[config.mk]
export PLATFORM = sky130hd
export DESIGN_NAME = timed_waypoint_path_interpolator
export DESIGN_NICKNAME = d
export VERILOG_FILES = /design/src/sv/twpi_pkg.sv /design/src/sv/twpi_ram.sv /design/src/sv/twpi_datapath.sv /design/src/sv/twpi_ctrl.sv /design/src/sv/timed_waypoint_path_interpolator.sv
export VERILOG_INCLUDE_DIRS = /design/src /design/src/sv
export SDC_FILE = /design/constraint.sdc
export NUM_CORES = 2
export LEC_CHECK = 0
export ABC_CLOCK_PERIOD_IN_PS = 11400
export BUFFER_PORTS_ARGS = -buffer_cell sky130_fd_sc_hd__buf_2
export CAP_MARGIN = 20
export CELL_PAD_IN_SITES_DETAIL_PLACEMENT = 0
export CELL_PAD_IN_SITES_GLOBAL_PLACEMENT = 1
export CORE_MARGIN = 8
export CORE_UTILIZATION = 45
export DETAILED_ROUTE_END_ITERATION = 10
export GPL_ROUTABILITY_DRIVEN = 0
export PLACE_DENSITY_LB_ADDON = 0.1
export SYNTH_ARGS = -nofsm -noshare
export SYNTH_HDL_FRONTEND = slang
export SYNTH_SLANG_ARGS = --single-unit
[constraint.sdc]
create_clock -name clk -period 11.4 [get_ports clk]
set_input_delay 0.57 -clock clk [delete_from_list [all_inputs] [get_ports clk]]
set_output_delay 0.57 -clock clk [all_outputs]
set_load 0.02 [all_outputs]
[src/sv/timed_waypoint_path_interpolator_assert.svh]
// Assertion macros shared by the waypoint path interpolator.
`ifndef TIMED_WAYPOINT_PATH_INTERPOLATOR_ASSERT_SVH
`define TIMED_WAYPOINT_PATH_INTERPOLATOR_ASSERT_SVH

// The consequent must hold in the same cycle as the antecedent.
`define TWPI_ASSERT_SAME(label, ante, cons, msg) \
	label: assert property (@(posedge clk) disable iff (!arst_n) (ante) |-> (cons)) \
		else $error(msg);

// The consequent must hold in the cycle after the antecedent.
`define TWPI_ASSERT_NEXT(label, ante, cons, msg) \
	label: assert property (@(posedge clk) disable iff (!arst_n) (ante) |=> (cons)) \
		else $error(msg);

`endif

[src/sv/twpi_pkg.sv]
// Shared types and constants of the waypoint path interpolator.
package twpi_pkg;

	localparam int MAX_WAYPOINTS_DEF = 16;
	localparam int COUNT_W = 5;
	localparam int TIME_W = 16;
	localparam int INDEX_W = 4;
	localparam int POS_W = 24;
	localparam int STEP_W = 25;
	localparam int SEG_OUT_W = 4;
	localparam int ELAPSED_W = 17;
	localparam int Q_FRAC = 16;
	localparam int PROG_W = Q_FRAC + 1;
	localparam int PROD_W = STEP_W + PROG_W + 1;
	localparam int DIV_STEPS = Q_FRAC;
	localparam int DIV_CNT_W = 5;

	localparam logic [ELAPSED_W-1:0] ELAPSED_MAX = '1;
	localparam logic [PROG_W-1:0] ONE_Q16 = PROG_W'(1) << Q_FRAC;
	localparam logic [COUNT_W-1:0] COUNT_RESET = COUNT_W'(1);
	localparam logic CMD_TICK = 1'b0;
	localparam logic CMD_WRITE = 1'b1;

	typedef struct packed {
		logic signed [POS_W-1:0] x;
		logic signed [POS_W-1:0] y;
		logic [TIME_W-1:0] dur;
	} twpi_entry_t;

	localparam int ENTRY_W = $bits(twpi_entry_t);

	typedef struct packed {
		logic accept_tick;
		logic write_entry;
		logic rd_en;
		logic rd_prev;
		logic advance;
		logic load_cur;
		logic load_prev;
		logic div_step;
		logic multiply;
		logic finish;
	} twpi_cmd_t;

	typedef struct packed {
		logic div_done;
	} twpi_status_t;

endpackage

[src/sv/twpi_ram.sv]
// Generic single-write, single-read RAM with registered read data.
module twpi_ram #(
	parameter int WIDTH = 64,
	parameter int DEPTH = 16,
	localparam int AW = (DEPTH > 1) ? $clog2(DEPTH) : 1
) (
	input  logic             clk,
	input  logic             wr_en,
	input  logic [AW-1:0]    wr_addr,
	input  logic [WIDTH-1:0] wr_data,
	input  logic             rd_en,
	input  logic [AW-1:0]    rd_addr,
	output logic [WIDTH-1:0] rd_data
);

	logic [WIDTH-1:0] mem_q [DEPTH];
	logic [WIDTH-1:0] rd_data_q;

	always_ff @(posedge clk) begin
		if (wr_en) begin
			mem_q[wr_addr] <= wr_data;
		end
		if (rd_en) begin
			rd_data_q <= mem_q[rd_addr];
		end
	end

	assign rd_data = rd_data_q;

endmodule

[src/sv/twpi_datapath.sv]
// Datapath: waypoint table, segment timing, progress divider and interpolation.
module twpi_datapath
	import twpi_pkg::*;
#(
	parameter int MAX_WAYPOINTS = MAX_WAYPOINTS_DEF,
	localparam int AW = (MAX_WAYPOINTS > 1) ? $clog2(MAX_WAYPOINTS) : 1,
	localparam int CW = $clog2(MAX_WAYPOINTS + 1)
) (
	input  logic                        clk,
	input  logic                        arst_n,
	input  twpi_cmd_t                   cmd,
	output twpi_status_t                status,
	input  logic                        cfg_wr_en,
	input  logic [COUNT_W-1:0]          cfg_wr_data,
	input  logic [TIME_W-1:0]           delta_time,
	input  logic [INDEX_W-1:0]          waypoint_index,
	input  logic signed [POS_W-1:0]     waypoint_x,
	input  logic signed [POS_W-1:0]     waypoint_y,
	input  logic [TIME_W-1:0]           waypoint_duration,
	output logic                        done,
	output logic signed [POS_W-1:0]     position_x,
	output logic signed [POS_W-1:0]     position_y,
	output logic signed [STEP_W-1:0]    step_x,
	output logic signed [STEP_W-1:0]    step_y,
	output logic [SEG_OUT_W-1:0]        segment
);

	logic [COUNT_W-1:0] waypoint_count_q;
	logic [CW-1:0] count_eff;
	logic [AW-1:0] seg_q;
	logic [ELAPSED_W-1:0] elapsed_q;
	logic signed [POS_W-1:0] last_x_q;
	logic signed [POS_W-1:0] last_y_q;
	logic [DIV_CNT_W-1:0] div_cnt_q;
	logic done_q;

	logic signed [POS_W-1:0] cur_x_q;
	logic signed [POS_W-1:0] cur_y_q;
	logic [TIME_W-1:0] dur_q;
	logic signed [POS_W-1:0] prev_x_q;
	logic signed [POS_W-1:0] prev_y_q;
	logic [TIME_W-1:0] rem_q;
	logic [PROG_W-1:0] quo_q;
	logic signed [PROD_W-1:0] prod_x_q;
	logic signed [PROD_W-1:0] prod_y_q;
	logic signed [POS_W-1:0] position_x_q;
	logic signed [POS_W-1:0] position_y_q;
	logic signed [STEP_W-1:0] step_x_q;
	logic signed [STEP_W-1:0] step_y_q;
	logic [SEG_OUT_W-1:0] segment_q;

	logic wr_en;
	logic [AW-1:0] wr_addr;
	twpi_entry_t wr_entry;
	logic [AW-1:0] rd_addr;
	logic [ENTRY_W-1:0] rd_data;
	twpi_entry_t rd_entry;

	logic [ELAPSED_W:0] elapsed_sum;
	logic seg_out_of_range;
	logic seg_wrap;
	logic div_sat;
	logic [TIME_W:0] rem_dbl;
	logic div_ge;
	logic signed [STEP_W-1:0] diff_x;
	logic signed [STEP_W-1:0] diff_y;
	logic signed [PROD_W-1:0] quo_wide;
	logic signed [POS_W-1:0] new_x;
	logic signed [POS_W-1:0] new_y;

	always_comb begin
		priority if (waypoint_count_q == '0) begin
			count_eff = CW'(1);
		end else if (32'(waypoint_count_q) > MAX_WAYPOINTS) begin
			count_eff = CW'(MAX_WAYPOINTS);
		end else begin
			count_eff = CW'(waypoint_count_q);
		end
	end

	assign wr_en = cmd.write_entry && (32'(waypoint_index) < MAX_WAYPOINTS);
	assign wr_addr = AW'(waypoint_index);
	assign wr_entry = '{x: waypoint_x, y: waypoint_y, dur: waypoint_duration};
	assign rd_addr = cmd.rd_prev ? seg_q - AW'(1) : seg_q;
	assign rd_entry = twpi_entry_t'(rd_data);

	twpi_ram #(
		.WIDTH (ENTRY_W),
		.DEPTH (MAX_WAYPOINTS)
	) u_table (
		.clk     (clk),
		.wr_en   (wr_en),
		.wr_addr (wr_addr),
		.wr_data (wr_entry),
		.rd_en   (cmd.rd_en),
		.rd_addr (rd_addr),
		.rd_data (rd_data)
	);

	assign elapsed_sum = {1'b0, elapsed_q} + (ELAPSED_W + 1)'(delta_time);
	assign seg_out_of_range = 32'(seg_q) >= 32'(count_eff);
	assign seg_wrap = (32'(seg_q) + 32'd1) >= 32'(count_eff);
	assign div_sat = (dur_q == '0) || (elapsed_q >= ELAPSED_W'(dur_q));
	assign rem_dbl = {rem_q, 1'b0};
	assign div_ge = rem_dbl >= {1'b0, dur_q};
	assign diff_x = STEP_W'(cur_x_q) - STEP_W'(prev_x_q);
	assign diff_y = STEP_W'(cur_y_q) - STEP_W'(prev_y_q);
	assign quo_wide = PROD_W'($signed({1'b0, quo_q}));
	assign new_x = prev_x_q + prod_x_q[POS_W+Q_FRAC-1:Q_FRAC];
	assign new_y = prev_y_q + prod_y_q[POS_W+Q_FRAC-1:Q_FRAC];

	always_ff @(posedge clk or negedge arst_n) begin
		if (!arst_n) begin
			waypoint_count_q <= COUNT_RESET;
			seg_q <= '0;
			elapsed_q <= '0;
			last_x_q <= '0;
			last_y_q <= '0;
			div_cnt_q <= '0;
			done_q <= 1'b0;
		end else begin
			done_q <= cmd.finish;
			if (cfg_wr_en) begin
				waypoint_count_q <= cfg_wr_data;
			end
			if (cmd.accept_tick) begin
				if (seg_out_of_range) begin
					seg_q <= '0;
				end
				elapsed_q <= elapsed_sum[ELAPSED_W] ? ELAPSED_MAX : elapsed_sum[ELAPSED_W-1:0];
			end
			if (cmd.advance && (elapsed_q > ELAPSED_W'(rd_entry.dur))) begin
				elapsed_q <= elapsed_q - ELAPSED_W'(rd_entry.dur);
				seg_q <= seg_wrap ? '0 : seg_q + AW'(1);
			end
			if (cmd.load_prev) begin
				div_cnt_q <= div_sat ? '0 : DIV_CNT_W'(DIV_STEPS);
			end else if (cmd.div_step) begin
				div_cnt_q <= div_cnt_q - DIV_CNT_W'(1);
			end
			if (cmd.finish) begin
				last_x_q <= new_x;
				last_y_q <= new_y;
			end
		end
	end

	always_ff @(posedge clk) begin
		if (cmd.load_cur) begin
			cur_x_q <= rd_entry.x;
			cur_y_q <= rd_entry.y;
			dur_q <= rd_entry.dur;
		end
		if (cmd.load_prev) begin
			prev_x_q <= (seg_q == '0) ? '0 : rd_entry.x;
			prev_y_q <= (seg_q == '0) ? '0 : rd_entry.y;
			rem_q <= elapsed_q[TIME_W-1:0];
			quo_q <= div_sat ? ONE_Q16 : '0;
		end else if (cmd.div_step) begin
			rem_q <= div_ge ? TIME_W'(rem_dbl - {1'b0, dur_q}) : rem_dbl[TIME_W-1:0];
			quo_q <= {quo_q[PROG_W-2:0], div_ge};
		end
		if (cmd.multiply) begin
			prod_x_q <= PROD_W'(diff_x) * quo_wide;
			prod_y_q <= PROD_W'(diff_y) * quo_wide;
		end
		if (cmd.finish) begin
			position_x_q <= new_x;
			position_y_q <= new_y;
			step_x_q <= STEP_W'(new_x) - STEP_W'(last_x_q);
			step_y_q <= STEP_W'(new_y) - STEP_W'(last_y_q);
			segment_q <= SEG_OUT_W'(seg_q);
		end
	end

	assign status.div_done = (div_cnt_q == '0);
	assign done = done_q;
	assign position_x = position_x_q;
	assign position_y = position_y_q;
	assign step_x = step_x_q;
	assign step_y = step_y_q;
	assign segment = segment_q;

endmodule

[src/sv/twpi_ctrl.sv]
// Controller state machine that issues waypoint writes and sequences one tick through the datapath.
module twpi_ctrl
	import twpi_pkg::*;
(
	input  logic         clk,
	input  logic         arst_n,
	input  logic         start,
	input  logic         command,
	input  twpi_status_t status,
	output logic         busy,
	output twpi_cmd_t    cmd
);

	typedef enum logic [9:0] {
		ST_IDLE      = 10'b00_0000_0001,
		ST_RD_SEG    = 10'b00_0000_0010,
		ST_ADVANCE   = 10'b00_0000_0100,
		ST_RD_CUR    = 10'b00_0000_1000,
		ST_LOAD_CUR  = 10'b00_0001_0000,
		ST_RD_PREV   = 10'b00_0010_0000,
		ST_LOAD_PREV = 10'b00_0100_0000,
		ST_DIVIDE    = 10'b00_1000_0000,
		ST_MULTIPLY  = 10'b01_0000_0000,
		ST_FINISH    = 10'b10_0000_0000
	} twpi_state_t;

	twpi_state_t state_q;
	twpi_state_t state_next;

	always_comb begin
		state_next = state_q;
		cmd = '0;
		unique case (state_q)
			ST_IDLE: begin
				if (start && (command == CMD_WRITE)) begin
					cmd.write_entry = 1'b1;
				end else if (start && (command == CMD_TICK)) begin
					cmd.accept_tick = 1'b1;
					state_next = ST_RD_SEG;
				end
			end
			ST_RD_SEG: begin
				cmd.rd_en = 1'b1;
				state_next = ST_ADVANCE;
			end
			ST_ADVANCE: begin
				cmd.advance = 1'b1;
				state_next = ST_RD_CUR;
			end
			ST_RD_CUR: begin
				cmd.rd_en = 1'b1;
				state_next = ST_LOAD_CUR;
			end
			ST_LOAD_CUR: begin
				cmd.load_cur = 1'b1;
				state_next = ST_RD_PREV;
			end
			ST_RD_PREV: begin
				cmd.rd_en = 1'b1;
				cmd.rd_prev = 1'b1;
				state_next = ST_LOAD_PREV;
			end
			ST_LOAD_PREV: begin
				cmd.load_prev = 1'b1;
				state_next = ST_DIVIDE;
			end
			ST_DIVIDE: begin
				if (status.div_done) begin
					state_next = ST_MULTIPLY;
				end else begin
					cmd.div_step = 1'b1;
				end
			end
			ST_MULTIPLY: begin
				cmd.multiply = 1'b1;
				state_next = ST_FINISH;
			end
			ST_FINISH: begin
				cmd.finish = 1'b1;
				state_next = ST_IDLE;
			end
			default: begin
				state_next = ST_IDLE;
			end
		endcase
	end

	always_ff @(posedge clk or negedge arst_n) begin
		if (!arst_n) begin
			state_q <= ST_IDLE;
		end else begin
			state_q <= state_next;
		end
	end

	assign busy = (state_q != ST_IDLE);

endmodule

[src/sv/timed_waypoint_path_interpolator.sv]
// Top level of the timed waypoint path interpolator.
//
// A waypoint write is taken straight from idle and never raises busy. A tick keeps busy
// high through the table reads, the segment advance, the loads, the divider, the
// multiply and the finish step; the restoring divider takes no step when progress
// saturates at 1.0 and otherwise forms the Q1.16 progress one bit a cycle, and three
// steps are reads of the waypoint table, which has a single read port. The result
// word appears with done for one cycle just after busy falls, and it must be taken
// then, since the receiver cannot hold it off. A new word may be started in that same cycle.
`include "timed_waypoint_path_interpolator_assert.svh"

module timed_waypoint_path_interpolator
	import twpi_pkg::*;
#(
	parameter int MAX_WAYPOINTS = MAX_WAYPOINTS_DEF
) (
	input  logic                     clk,
	input  logic                     arst_n,
	input  logic                     start,
	output logic                     busy,
	input  logic                     cfg_wr_en,
	input  logic [COUNT_W-1:0]       cfg_wr_data,
	input  logic                     command,
	input  logic [TIME_W-1:0]        delta_time,
	input  logic [INDEX_W-1:0]       waypoint_index,
	input  logic signed [POS_W-1:0]  waypoint_x,
	input  logic signed [POS_W-1:0]  waypoint_y,
	input  logic [TIME_W-1:0]        waypoint_duration,
	output logic                     done,
	output logic signed [POS_W-1:0]  position_x,
	output logic signed [POS_W-1:0]  position_y,
	output logic signed [STEP_W-1:0] step_x,
	output logic signed [STEP_W-1:0] step_y,
	output logic [SEG_OUT_W-1:0]     segment
);

	twpi_cmd_t cmd;
	twpi_status_t status;
	logic tick_accept;
	logic write_accept;

	assign tick_accept = start && !busy && (command == CMD_TICK);
	assign write_accept = start && !busy && (command == CMD_WRITE);

	twpi_ctrl u_ctrl (
		.clk     (clk),
		.arst_n  (arst_n),
		.start   (start),
		.command (command),
		.status  (status),
		.busy    (busy),
		.cmd     (cmd)
	);

	twpi_datapath #(
		.MAX_WAYPOINTS (MAX_WAYPOINTS)
	) u_datapath (
		.clk               (clk),
		.arst_n            (arst_n),
		.cmd               (cmd),
		.status            (status),
		.cfg_wr_en         (cfg_wr_en),
		.cfg_wr_data       (cfg_wr_data),
		.delta_time        (delta_time),
		.waypoint_index    (waypoint_index),
		.waypoint_x        (waypoint_x),
		.waypoint_y        (waypoint_y),
		.waypoint_duration (waypoint_duration),
		.done              (done),
		.position_x        (position_x),
		.position_y        (position_y),
		.step_x            (step_x),
		.step_y            (step_y),
		.segment           (segment)
	);

	`TWPI_ASSERT_NEXT(a_tick_raises_busy, tick_accept, busy, "tick word did not raise busy")
	`TWPI_ASSERT_NEXT(a_write_no_result, write_accept, !busy && !done, "write word gave a result")
	`TWPI_ASSERT_NEXT(a_single_strobe, done, !done, "result strobe lasted more than one cycle")
	`TWPI_ASSERT_SAME(a_done_after_busy, done, !busy && $past(busy), "stray result strobe")

endmodule
==> impl_summary.log <==
[metrics] compound-gate portion of the synthesized area: 6.538%
[metrics] filler-free cell count of the finished design: 11290
[metrics] most used flip-flop cell after synthesis: edfxtp_1
[metrics] register bit count reported by yosys: 1473
[metrics] Crit path depth: 31
[metrics] Detail Placement HPWL: 168700 um
[metrics] clock insertion delay at the later pin of the skew report: 0.83 ns
[metrics] Crit Path Max Fanout: 17
[metrics] unrepaired setup endpoints after global routing: false
[metrics] synthesized instance count: 8304
[metrics] number of iterations in the first detailed-routing pass: 5
[metrics] syn nets: 9603
[metrics] WL/cell: 22.56 um
[metrics] die span in y: 470.1 um
[metrics] number of enable flip-flop cells after synthesis: 1383
[metrics] Die Width: 470.1 um
[metrics] global-route wire length before repair: 389300 um
[metrics] share of power burned in combinational logic: 24.9%
[metrics] Top Metal Used: met5
[metrics] Yosys Warn Count: 0
[metrics] worst endpoint required time: 11.94 ns
[metrics] most repeated library cell on the critical path: fa_1
[metrics] dominant combinational cell family by area after synthesis: adder cells
[metrics] routed via count: 60510
[metrics] Sum Neg Setup Slack: 0 ns
[metrics] initial antenna violation count: 37
[metrics] portion of total power attributed to the clock network: 34.6%
[metrics] num rows: 166
[metrics] top achievable clock speed: 0.1036 GHz
[metrics] Final min period: 9.655 ns
[metrics] Buffers on Ports: 197
[metrics] top-level I/O count: 198
[metrics] worst clock skew on the final layout: 0.07018 ns
[metrics] CP startpoint: u_datapath.prev_x_q[1]
[metrics] highest-delay cell along the critical path: fa_1
[metrics] final period utilization: 84.69%
[metrics] sequential area share after synthesis: 47.19%
[metrics] CTS tree: yes
[metrics] fraction of final layout cells sized beyond drive strength 1: 7.826%
[metrics] Worst Setup End Kind: flop
[metrics] routed wl met2: 125000 um
[metrics] actual slew at the worst max-slew pin: 1.125 ns
[metrics] Met1 Routed Length: 110300 um
[metrics] kind of cell adding the most delay to the critical path: adder cells
[metrics] antenna-violating nets left: 0
[metrics] Min-Delay Path Class: in2reg
[metrics] Placed Cells: 10960
[metrics] net load switching power: 5.051 mW
[metrics] slowest stage delay, CP: 0.58 ns
[metrics] reg-to-reg startpoint: u_datapath.prev_x_q[1]
[metrics] global router's overall resource usage: 22.76%
[metrics] net switching fraction of the power: 32.94%
[metrics] fraction of synthesis flops using an asynchronous set or reset pin: 6.110%
[metrics] Iteration-0 DRC Markers: 4138
[metrics] CTS clk-pin slew, worst paths: 0.06 ns
[metrics] nets@finish: 9747
[metrics] post-route worst setup slack: 1.745 ns
[metrics] total gr overflow: 0
[metrics] worst setup path class: reg2reg
[metrics] most common cell after layout, fill and taps aside: nand2_1
[metrics] CTS H-tree lvls: 4
[metrics] commonest cells after routing, fill and taps aside: 1617 x nand2_1, 1383 x edfxtp_1, 1112 x inv_1
[metrics] critical path arrival: 10.19 ns
[metrics] Yosys cell types: 80
[metrics] part of the power in registers: 40.5%
[metrics] internal reg-to-reg setup slack: 1.75 ns
[metrics] met3 wire length: 11840 um
[metrics] remaining max-slew budget at the tightest pin: 25.01%
[metrics] Area growth syn-to-layout: 10.52%
[metrics] worst supply voltage drop on vdd: 0.3221 mV
[metrics] CTS Buf Count: 164
[metrics] total leakage power: 42.26 nW
[metrics] wire length after detailed routing: 254800 um
[metrics] die area: 0.2210 sq mm
[metrics] core footprint: 0.2048 sq mm
[metrics] largest net degree at the start of global routing: 156
[metrics] Setup-failing EPs final: 0
[metrics] hold slack: 0.09509 ns
[metrics] buffers from clock root to sink, at most: 3
[metrics] kind of start point of the critical path: flop
[metrics] via-per-instance ratio: 5.358
[metrics] number of cell instances on the worst register-to-register path: 31
[metrics] endpoint of the most critical setup path: u_datapath.prod_x_q[39]
[metrics] design internal power: 10.28 mW
[metrics] result of the run: completed
[metrics] Final Hold Fails: 0
[metrics] max-cap viol count: 0
[metrics] post-synth design cell area: 0.09278 sq mm
[metrics] # resized after CTS: 0
[metrics] fraction of the mapped netlist area in adder cells: 22.70%
[metrics] Num Clock Sinks: 1473
[metrics] multiplexer area fraction after synthesis: 0.2711%
[metrics] Post-Route Utilization: 50.07%
[metrics] post-synthesis xor/xnor area fraction: 2.200%
[metrics] Synth Area in Simple Gates: 14.84%
[metrics] number of buffers and inverters on the critical path: 3
[metrics] destination of the worst register-to-register timing path: u_datapath.prod_x_q[39]
[metrics] worst slack at placement: 1.736 ns
[metrics] post-synthesis average cell area: 11.17 sq um
[metrics] vias in the first global route: 61980
[metrics] number of pins with negative max-slew slack in the final report: 0
[metrics] total DRC errors in the routed layout: 0
[metrics] CTS Root Buffer Type: clkbuf_16
[metrics] power density cells: 149.5 mW/mm^2
[metrics] starting utilization of the core area: 45.30%
repair_timing:
item | in CTS | in global routing
setup endpoints to repair | 0 | 0
endpoints found under the hold margin | 50 | 0
buffers inserted | 0 | 0
hold buffers | 8 | 0
sequential cells by signal, summed over array words and instances (netlist names), 5 cells and up:
register,count
u_ctrl.state_q,10
u_datapath.cur_x_q,24
u_datapath.cur_y_q,24
u_datapath.div_cnt_q,5
u_datapath.dur_q,16
u_datapath.elapsed_q,17
u_datapath.last_x_q,24
u_datapath.last_y_q,24
u_datapath.position_x,24
u_datapath.position_y,24
u_datapath.prev_x_q,24
u_datapath.prev_y_q,24
u_datapath.prod_x_q,24
u_datapath.prod_y_q,24
u_datapath.quo_q,17
u_datapath.rem_q,16
u_datapath.step_x,25
u_datapath.step_y,25
u_datapath.u_table.mem_q,1024
u_datapath.u_table.rd_data,64
u_datapath.waypoint_count_q,5
area by class of cell:
| cell class | count | area (sq um) |
|---|---|---|
| antenna | 17 | 42.54 |
| clock buffer | 206 | 4292 |
| clock inverter | 99 | 1120 |
| fill | 18430 | 102300 |
| inverter | 1115 | 4190 |
| multi-input combinational | 5334 | 43400 |
| sequential | 1473 | 43780 |
| tap | 2688 | 3363 |
| timing repair buffer | 360 | 2352 |
Yosys cell counts, drive strengths merged (13+ instances only):
master	count	area (sq um)
nand3	292	1461
o21ai	137	689.4
or3	22	137.6
nor2	185	694.4
or2	15	93.84
mux2	17	191.4
clkbuf	245	919.6
nand2	1617	6070
edfxtp	1383	41530
nor3	67	335.3
dfrtp	88	2202
o21a	39	292.8
a21o	61	457.9
nand2b	46	287.8
a211oi	13	97.59
a21boi	15	112.6
nor2b	136	850.8
a21oi	240	1201
inv	1115	4185
buf	137	699.4
nand4	16	100.1
and2	373	2333
o21bai	20	150.1
o211ai	17	127.6
and3	156	975.9
a311oi	192	1682
o31ai	14	110.1
a31oi	84	525.5
ha	408	5105
xor2	59	516.8
fa	797	15960
xnor2	167	1500
how the worst min path moves through the flow:
stage / start / endpoint / slack (ns) / cells past startpoint
floorplan: arst_n / u_ctrl.state_q[1] / 0.27 / 0
global placement: u_datapath.u_table.rd_data[51] / u_datapath.cur_x_q[11] / 0.42 / 0
detailed placement: u_datapath.u_table.rd_data[60] / u_datapath.cur_x_q[20] / 0.43 / 0
CTS: cfg_wr_en / u_datapath.waypoint_count_q[2] / 0.03 / 2
global route: cfg_wr_en / u_datapath.waypoint_count_q[0] / 0.07 / 2
finish: cfg_wr_en / u_datapath.waypoint_count_q[2] / 0.1 / 2
power groups by stage:
stage	Combinational (mW)	Sequential (mW)	Clock, mW
floorplan	2.57	6.26	0
global placement	3.80	6.32	0
detailed placement	3.83	6.32	0
CTS	3.85	6.21	5.42
global route	4.20	6.21	5.61
finish	3.82	6.21	5.31
per-layer routing:
| layer | track usage [%] | up-vias |
|---|---|---|
| met3 | 3.500 | 357 |
| li1 | - | 27990 |
| met5 | 0 | - |
| met4 | 6.555 | 20 |
| met2 | 38.90 | 1279 |
| met1 | 30.20 | 30860 |
per-stage QoR:
step	cell area [sq um]	power, mW
floorplan	92780	8.829
global placement	96960	10.12
detailed placement	97010	10.15
CTS	102500	15.48
global route	102500	16.03
finish	102500	15.33
worst register-to-register path: cells and delay by family, from the launching register on:
kind / cells / cell delay (ns)
compound gates: 14 / 3.56
xor+xnor: 2 / 0.38
fa+ha+maj: 8 / 3.70
buf+inv: 3 / 0.39
flops: 1 / 0.45
simple gates: 4 / 0.96
logic make-up (layout without fill, tap and decap cells):
group | count (synthesis) | in the layout
xor gates and xnor gates | 227 | 227
adders and majority gates | 1205 | 1205
muxes | 23 | 23
DFF | 1473 | 1473
AOI/OAI and AO/OA | 901 | 901
and+or+nand+nor | 2978 | 2978
other | 0 | 17
buffers and inverters | 1497 | 1780
Power figures use the tool's default switching activity.
